File: src/rtl/overwriting_ring_fifo_unit_macros.svh
// Assertion macros shared by the overwriting ring FIFO modules.
`ifndef OVERWRITING_RING_FIFO_UNIT_MACROS_SVH
`define OVERWRITING_RING_FIFO_UNIT_MACROS_SVH

// Same-cycle implication, disabled while reset is high.
`define ORF_ASSERT_SAME(label, clk, rst, ante, cons, msg) \
   label: assert property (@(posedge clk) disable iff (rst) (ante) |-> (cons)) \
      else $error(msg);

// Next-cycle implication, disabled while reset is high.
`define ORF_ASSERT_NEXT(label, clk, rst, ante, cons, msg) \
   label: assert property (@(posedge clk) disable iff (rst) (ante) |=> (cons)) \
      else $error(msg);

`endif

File: src/rtl/orf_pkg.sv
// Shared types and codes for the overwriting ring FIFO.
package orf_pkg;

   localparam int MAX_DEPTH_DEF  = 256;
   localparam int WORD_WIDTH_DEF = 32;
   localparam int CSR_W          = 9;
   localparam int OP_W           = 2;
   localparam int STATUS_W       = 2;

   localparam logic [OP_W-1:0] OP_READ  = 2'd0;
   localparam logic [OP_W-1:0] OP_WRITE = 2'd1;
   localparam logic [OP_W-1:0] OP_CLEAR = 2'd2;

   localparam logic [STATUS_W-1:0] ST_OK       = 2'd0;
   localparam logic [STATUS_W-1:0] ST_RD_EMPTY = 2'd1;
   localparam logic [STATUS_W-1:0] ST_ZERO_WR  = 2'd2;
   localparam logic [STATUS_W-1:0] ST_DROPPED  = 2'd3;

   typedef enum logic [1:0] {
      SEL_ZERO  = 2'd0,
      SEL_EMPTY = 2'd1,
      SEL_MEM   = 2'd2
   } sel_type;

   typedef struct packed {
      logic                strobe;
      logic                mem_we;
      sel_type             sel;
      logic [STATUS_W-1:0] status;
   } cmd_type;

endpackage

File: src/rtl/orf_ctrl.sv
// Ring FIFO controller: pointers, wrap flags, depth and command decode.
`include "overwriting_ring_fifo_unit_macros.svh"

module orf_ctrl #(
   parameter int  MAX_DEPTH = orf_pkg::MAX_DEPTH_DEF,
   localparam int IDX_W     = $clog2(MAX_DEPTH)
) (
   input  logic                        clock,
   input  logic                        reset,
   input  logic                        start,
   output logic                        busy,
   input  logic [orf_pkg::OP_W-1:0]    req_op,
   input  logic                        word_zero,
   input  logic                        csr_we,
   input  logic [orf_pkg::CSR_W-1:0]   csr_wdata,
   output orf_pkg::cmd_type            cmd,
   output logic [IDX_W-1:0]            mem_addr
);
   import orf_pkg::*;

   localparam int DW = (CSR_W > IDX_W + 1) ? CSR_W : IDX_W + 1;

   logic [IDX_W-1:0] head_ff, head_in, tail_ff, tail_in, last_ff, last_in;
   logic [IDX_W-1:0] head_next, tail_next, new_last;
   logic             wrapped_ff, wrapped_in, lapped_ff, lapped_in;
   logic             accept, empty, full;
   logic [DW-1:0]    depth_ext;

   // The block never holds start off, so busy is tied low.
   assign busy   = 1'b0;
   assign accept = start && !busy;

   assign empty     = (head_ff == tail_ff) && !wrapped_ff;
   assign full      = (head_ff == tail_ff) && wrapped_ff;
   assign head_next = (head_ff == last_ff) ? '0 : head_ff + 1'b1;
   assign tail_next = (tail_ff == last_ff) ? '0 : tail_ff + 1'b1;

   // Clamp the written depth into 1..MAX_DEPTH and keep it as a last index.
   assign depth_ext = DW'(csr_wdata);
   always_comb begin
      priority if (depth_ext == '0) begin
         new_last = '0;
      end else if (depth_ext > DW'(MAX_DEPTH)) begin
         new_last = IDX_W'(MAX_DEPTH - 1);
      end else begin
         new_last = IDX_W'(depth_ext - 1'b1);
      end
   end

   always_comb begin
      head_in    = head_ff;
      tail_in    = tail_ff;
      wrapped_in = wrapped_ff;
      lapped_in  = lapped_ff;
      last_in    = last_ff;
      cmd        = '{strobe: 1'b0, mem_we: 1'b0, sel: SEL_ZERO, status: ST_OK};
      mem_addr   = head_ff;
      if (accept) begin
         cmd.strobe = 1'b1;
         unique case (req_op)
            OP_READ: begin
               if (empty) begin
                  cmd.sel    = SEL_EMPTY;
                  cmd.status = ST_RD_EMPTY;
               end else begin
                  cmd.sel = SEL_MEM;
                  head_in = head_next;
                  if (head_ff == last_ff) begin
                     wrapped_in = 1'b0;
                  end
               end
            end
            OP_WRITE: begin
               if (word_zero) begin
                  cmd.status = ST_ZERO_WR;
               end else begin
                  // Drop the oldest beat first when the ring is full.
                  if (full) begin
                     head_in    = head_next;
                     cmd.status = ST_DROPPED;
                     if (head_ff == last_ff) begin
                        wrapped_in = 1'b0;
                     end
                  end
                  mem_addr   = tail_ff;
                  cmd.mem_we = 1'b1;
                  cmd.sel    = lapped_ff ? SEL_MEM : SEL_ZERO;
                  tail_in    = tail_next;
                  if (tail_ff == last_ff) begin
                     wrapped_in = 1'b1;
                     lapped_in  = 1'b1;
                  end
               end
            end
            OP_CLEAR: begin
               head_in    = '0;
               tail_in    = '0;
               wrapped_in = 1'b0;
               lapped_in  = 1'b0;
            end
            default: begin
            end
         endcase
      end
      if (csr_we) begin
         head_in    = '0;
         tail_in    = '0;
         wrapped_in = 1'b0;
         lapped_in  = 1'b0;
         last_in    = new_last;
      end
   end

   always_ff @(posedge clock) begin
      if (reset) begin
         head_ff    <= '0;
         tail_ff    <= '0;
         wrapped_ff <= 1'b0;
         lapped_ff  <= 1'b0;
         last_ff    <= IDX_W'(MAX_DEPTH - 1);
      end else begin
         head_ff    <= head_in;
         tail_ff    <= tail_in;
         wrapped_ff <= wrapped_in;
         lapped_ff  <= lapped_in;
         last_ff    <= last_in;
      end
   end

   `ORF_ASSERT_SAME(a_ptr_range, clock, reset, 1'b1,
      (head_ff <= last_ff) && (tail_ff <= last_ff), "ring pointer beyond depth")
   `ORF_ASSERT_SAME(a_wrap_lapped, clock, reset, wrapped_ff, lapped_ff,
      "wrapped without tail lap")
   `ORF_ASSERT_NEXT(a_clear_empty, clock, reset, accept && (req_op == OP_CLEAR),
      (head_ff == tail_ff) && !wrapped_ff && !lapped_ff, "clear left ring nonempty")

endmodule

File: config.mk
export PLATFORM = sky130hd
export DESIGN_NAME = orf_ctrl
export DESIGN_NICKNAME = d
export VERILOG_FILES = /design/src/rtl/orf_pkg.sv /design/src/rtl/orf_ctrl.sv
export VERILOG_INCLUDE_DIRS = /design/src /design/src/rtl
export SDC_FILE = /design/constraint.sdc
export NUM_CORES = 1
export LEC_CHECK = 0
export BUFFER_PORTS_ARGS = -buffer_cell sky130_fd_sc_hd__buf_2
export CORE_MARGIN = 1.5
export CORE_UTILIZATION = 34
export DETAILED_ROUTE_END_ITERATION = 8
export PLACE_DENSITY_LB_ADDON = 0.1
export SLEW_MARGIN = 40
export SYNTH_ARGS = -nofsm -noshare
export SYNTH_HDL_FRONTEND = slang
export SYNTH_SLANG_ARGS = --single-unit
File: constraint.sdc
create_clock -name clock -period 3 [get_ports clock]
set_input_delay 0.15 -clock clock [delete_from_list [all_inputs] [get_ports clock]]
set_output_delay 0.15 -clock clock [all_outputs]
set_load 0.005 [all_outputs]
; Yosys cells after proc, flatten, opt, wreduce, memory -nomap -nowiden
; Index checks and enable logic that the tools add are counted.
; W data, S select, Z words.
[classes]
addsub = 3
order_cmp = 1
eq_ne = 10
n_mux = 31
reduce_logical = 12
[ops]
columns = cell, count
row1 = $mux W8, 11
row2 = $eq A8 B8 Y1, 3
row3 = $pmux W8 S3, 1
row4 = $add A8 B1 Y8 const B, 2
row5 = $pmux W8 S2, 1
row6 = $reduce_and A5 Y1, 2
row7 = $gt A9 B9 Y1 const B, 1
row8 = $logic_not A9 Y1, 1
row9 = $mux W1, 9
row10 = $mux W2, 4
row11 = $ne A2 B2 Y1 const B, 4
row12 = $pmux W4 S2, 1
row13 = $sub A8 B1 Y8 const B, 1
row14 = $mux W6, 1
row15 = $reduce_and A4 Y1, 1
row16 = $mux W3, 1
row17 = $ne A3 B3 Y1 const B, 1
row18 = $pmux W1 S3, 1
row19 = $reduce_and A3 Y1, 1
row20 = $reduce_bool A3 Y1, 1
row21 = $eq A2 B1 Y1 const B, 1
row22 = $eq A2 B2 Y1 const B, 1
row23 = $logic_and A1 B1 Y1, 2
row24 = $logic_not A2 Y1, 1
row25 = other kinds (4), 4
[totals]
ff_bits = 26
input_bits = 16
word_cells = 62

; Longest topological paths before layout
[logic_depth]
ltp_word = 6
ltp_mapped = 8
depth_no_buf = 8

; Worst setup path before layout
; No wires, ideal clock.
[synth_path]
path_kind = flip-flop to flip-flop
from = reg head_ff[0]
to = reg head_ff[4]
setup_ns = 0.070
arrival_time_ns = 1.772
slack_ns = 1.158
stages_incl_launch_ff = 8
period_less_slack_ns = 1.842
cell_sequence = dfxtp_1 -> buf_2 -> xor2_1 -> nor4_4 -> and3_4 -> o21ai_2 -> or4b_1 -> a21oi_1
[synth_via]
elab_chain_len = 5
[synth_rtl]
columns = item, line
row1 = "start, declared", orf_ctrl.sv:23  ; logic [IDX_W-1:0] head_ff, head_in, tail_ff, tail_in, last_ff, last_in;
row2 = "start signal, assigned", orf_ctrl.sv:122  ; head_ff <= head_in;
row3 = $add A8 B1 Y8 or $eq A8 B8 Y1 (tied branches), orf_ctrl.sv:35  ; assign head_next = (head_ff == last_ff) ? '0 : head_ff + 1'b1;
row4 = $mux W8, orf_ctrl.sv:35
row5 = $mux W8, orf_ctrl.sv:78  ; if (full) begin
row6 = $mux W8, orf_ctrl.sv:74  ; if (word_zero) begin
row7 = $pmux W8 S3, orf_ctrl.sv:60  ; unique case (req_op)
; Several ways; a longest one is shown, not always the timed one. The select of a mux whose other input is x is not followed.
; A chain may end at the register's enable or synchronous reset.

; Worst setup path in the final report
; Ends and elaborated chain as after synthesis.

==> reports/results.tsv <==
stage	metric	value	unit
die	start_util	0.360	
clocking	cts_buffers	3	
timing	slew_headroom	0.497	
clocking	cts_buffer_depth	2	
timing	final_max_slew_viol_count	0	
synth	ys_async_sr_fraction	0	
die	dieWidth	80.0	µm
detailed_routing	drc	0	
global_routing	antenna_found_initial	0	
worst_hold_path	hold_class	in -> reg	
global_routing	grt_pass1_wl	8080	µm
power_and_ir_drop	leakagePower	0.945	nW
detailed_routing	vias	1716	
power_and_ir_drop	irDropWorstVdd	166	µV
critical_path	criticalPathCategory	reg -> reg	
final_layout	syn_to_final_growth	10.7	%
die	pin_count	31	
clocking	cts_tree	yes	
detailed_routing	vias_per_cell	5.09	
synth	synth.net_count	273	
detailed_routing	drtIter0Drc	52	
critical_path	crit_required	3.20	ns
timing	fin_crit	2.12	ns
clocking	clock_latency	0.28	ns
global_routing	grt_use_met3	0.0171	
die	fp.dieH	80.0	µm
status	status	complete, no violations	
clocking	cts_resized	0	
die	die_area	6400	µm²
final_layout	antenna_cells	0	
die	fp.coreArea	5610	µm²
clocking	clk_pin_slew	0.10	ns
synth	synthesis.area	2020	µm²
critical_path	end_kind	flop	
place	gp_congestion	0.758	
timing	setup_viol	0	
clocking	clock-root-buffer	clkbuf_8	
critical_path	crit_slowest_cell	dfxtp_1	
critical_path	critPathLaunchType	flop	
detailed_routing	drt-pass1-iter-count	4	
synth	synthCells	249	
global_routing	gr-total-overflow	0	
clocking	hold_buffers	0	
place	pre_cts_slack	0.882	ns
final_layout	nNetsFinal	290	
critical_path	worstPathArrival	2.33	ns
final_layout	layout-drive-gt1-share	0.200	
clocking	cts_setup_buffers	0	
power_and_ir_drop	p_per_area	346	nW/µm²
global_routing	grt_max_degree	16	
power_and_ir_drop	power.total	772	µW
die	rows	27	
power_and_ir_drop	netSwitchingFraction	0.251	
global_routing	grt_busiest_layer	met2	
power_and_ir_drop	combPwrFrac	0.142	
synth	yosys_warnings	0	
synth	synth.distinct_cells	50	
power_and_ir_drop	p_sw	194	µW
global_routing	met1_usage	0.230	
global_routing	globalRouteMet2Util	0.250	
timing	tightest_slew	0.752	ns
timing	finalCritPeriodShare	0.708	
power_and_ir_drop	p_int	578	µW
synth	ys_ff_latch	26	
clocking	htree_levels	1	
global_routing	grt_pass1_vias	1615	
synth	ys.flop_type	dfxtp_1	
timing	max_freq	0.471	GHz
clocking	clock-sinks	26	
detailed_routing	ant_nets	0	
global_routing	grt_usage	0.160	
place	dp_hpwl	3650	µm
power_and_ir_drop	sequentialPowerShare	0.472	
synth	synth_seq_area_share	0.258	
detailed_routing	wire_per_inst	14.0	µm
timing	finalSetupTns	0	ns
critical_path	slowest_delay	0.54	ns
timing	setup_slack	0.877	ns
synth	synth_edf_count	0	
job	max_cap_violations	0	
critical_path	path_cells	xor2_1 -> nor4_4 -> and3_4 -> o21ai_2 -> or4b_1 -> a21oi_1	
timing	hold_viol_final	0	
place	port-buffer-count	29	
critical_path	critical_path.max_fanout	12	
synth	syn_avg_cell_area	8.10	µm²
timing	clock_skew	0.0102	ns
power_and_ir_drop	pwr-share-clk	0.385	
detailed_routing	wl	4730	µm
timing	rsz0062_at_grt	false	
-- metal layers --
metal  part of all wire  vias up
li1                   -      906
met1               0.51      784
met2               0.46       22
met3              0.020        4
met4              0.012        0
met5                  0        -
-- Yosys cell counts, types with 2 or more instances --
library cell	number	area (µm²)
a21boi_0	2	15.0
a21oi_1	22	110
and3_1	4	25.0
buf_2	7	35.0
buf_4	2	15.0
buf_6	2	22.5
clkbuf_1	6	22.5
dfxtp_1	26	521
ha_1	8	100
inv_1	11	41.3
mux2_2	8	90.1
mux2i_1	2	20.0
nand2_1	12	45.0
nand3_1	6	30.0
nand4_1	7	43.8
nor2_1	14	52.6
nor2b_1	5	31.3
nor3_1	4	20.0
nor3b_1	2	15.0
o211ai_1	4	30.0
o21a_1	2	15.0
o21ai_0	25	125
o41ai_2	3	48.8
or2_2	3	18.8
or3_1	4	25.0
xnor2_1	19	166
xor2_1	16	140
-- sequential cells by signal, summed over array words and instances (netlist names) --
| name | flops |
|---|---|
| head_ff | 8 |
| lapped_ff | 1 |
| last_ff | 8 |
| tail_ff | 8 |
| wrapped_ff | 1 |
-- cell type report --
class / count / area [µm²]
sequential: 26 / 520
timing repair buffer: 30 / 153
fill: 601 / 3380
clock inverter: 1 / 30.0
clock buffer: 3 / 41.3
tap: 72 / 90.1
multi-input combinational: 194 / 1360
inverter: 11 / 41.3
-- power groups by stage --
stage	Sequential, mW	Clock [mW]	Combinational [mW]
after global placement	0.373	0	0.111
after global routing	0.366	0.326	0.124
after floorplan	0.368	0	0.0807
final	0.365	0.297	0.110
after CTS	0.365	0.309	0.111
after detailed placement	0.373	0	0.110
-- layout by cell type, fill, tap and decap left out, types with 2 or more instances in the layout --
cell type  Yosys  routed
a21boi_0       2       2
a21oi_1       22      22
and3_1         4       4
buf_2          7      29
clkbuf_8       0       3
dfxtp_1       26      26
ha_1           8       8
inv_1         11      11
mux2_2         8       8
mux2i_1        2       2
nand2_1       12      12
nand3_1        6       6
nand4_1        7       7
nor2_1        14      14
nor2b_1        5       5
nor3_1         4       4
nor3b_1        2       2
o211ai_1       4       4
o21a_1         2       2
o21ai_0       25      25
o41ai_2        3       3
or2_2          3       3
or3_1          4       4
xnor2_1       19      19
xor2_1        16      16
-- critical path: cells and delay by family (launching register included) --
kind            cells  cell delay [ns]
simple gates        3             1.06
flops               1             0.54
compound gates      2             0.29
xor+xnor            1             0.16
-- final timing paths --
path | cells past startpoint | endpoint | slack [ns] | startpoint
min reg2reg | 2 | wrapped_ff | 0.57 | wrapped_ff
max reg2reg | 6 | head_ff[4] | 0.88 | head_ff[0]
min | 3 | last_ff[7] | 0.18 | csr_wdata[7]
max | 6 | head_ff[4] | 0.88 | head_ff[0]
-- per-stage QoR --
step	hold WS (ns)	std cells	cell area [µm²]	utilization
floorplan	0.331	249	2020	-
global placement	0.465	333	2160	0.385
detailed placement	0.467	333	2160	0.385
CTS	0.180	337	2230	0.398
global route	0.227	337	2230	0.398
finish	0.180	337	2230	0.398
-- cell families after synthesis --
logic type | share of synthesized area
muxes | 0.0546
and+or+nand+nor | 0.203
DFF | 0.258
AOI/OAI and AO/OA | 0.211
other | 0.00186
adders and majority gates | 0.0496
buffers and inverters | 0.0695
xor gates and xnor gates | 0.152
Power figures use the tool's default switching activity.
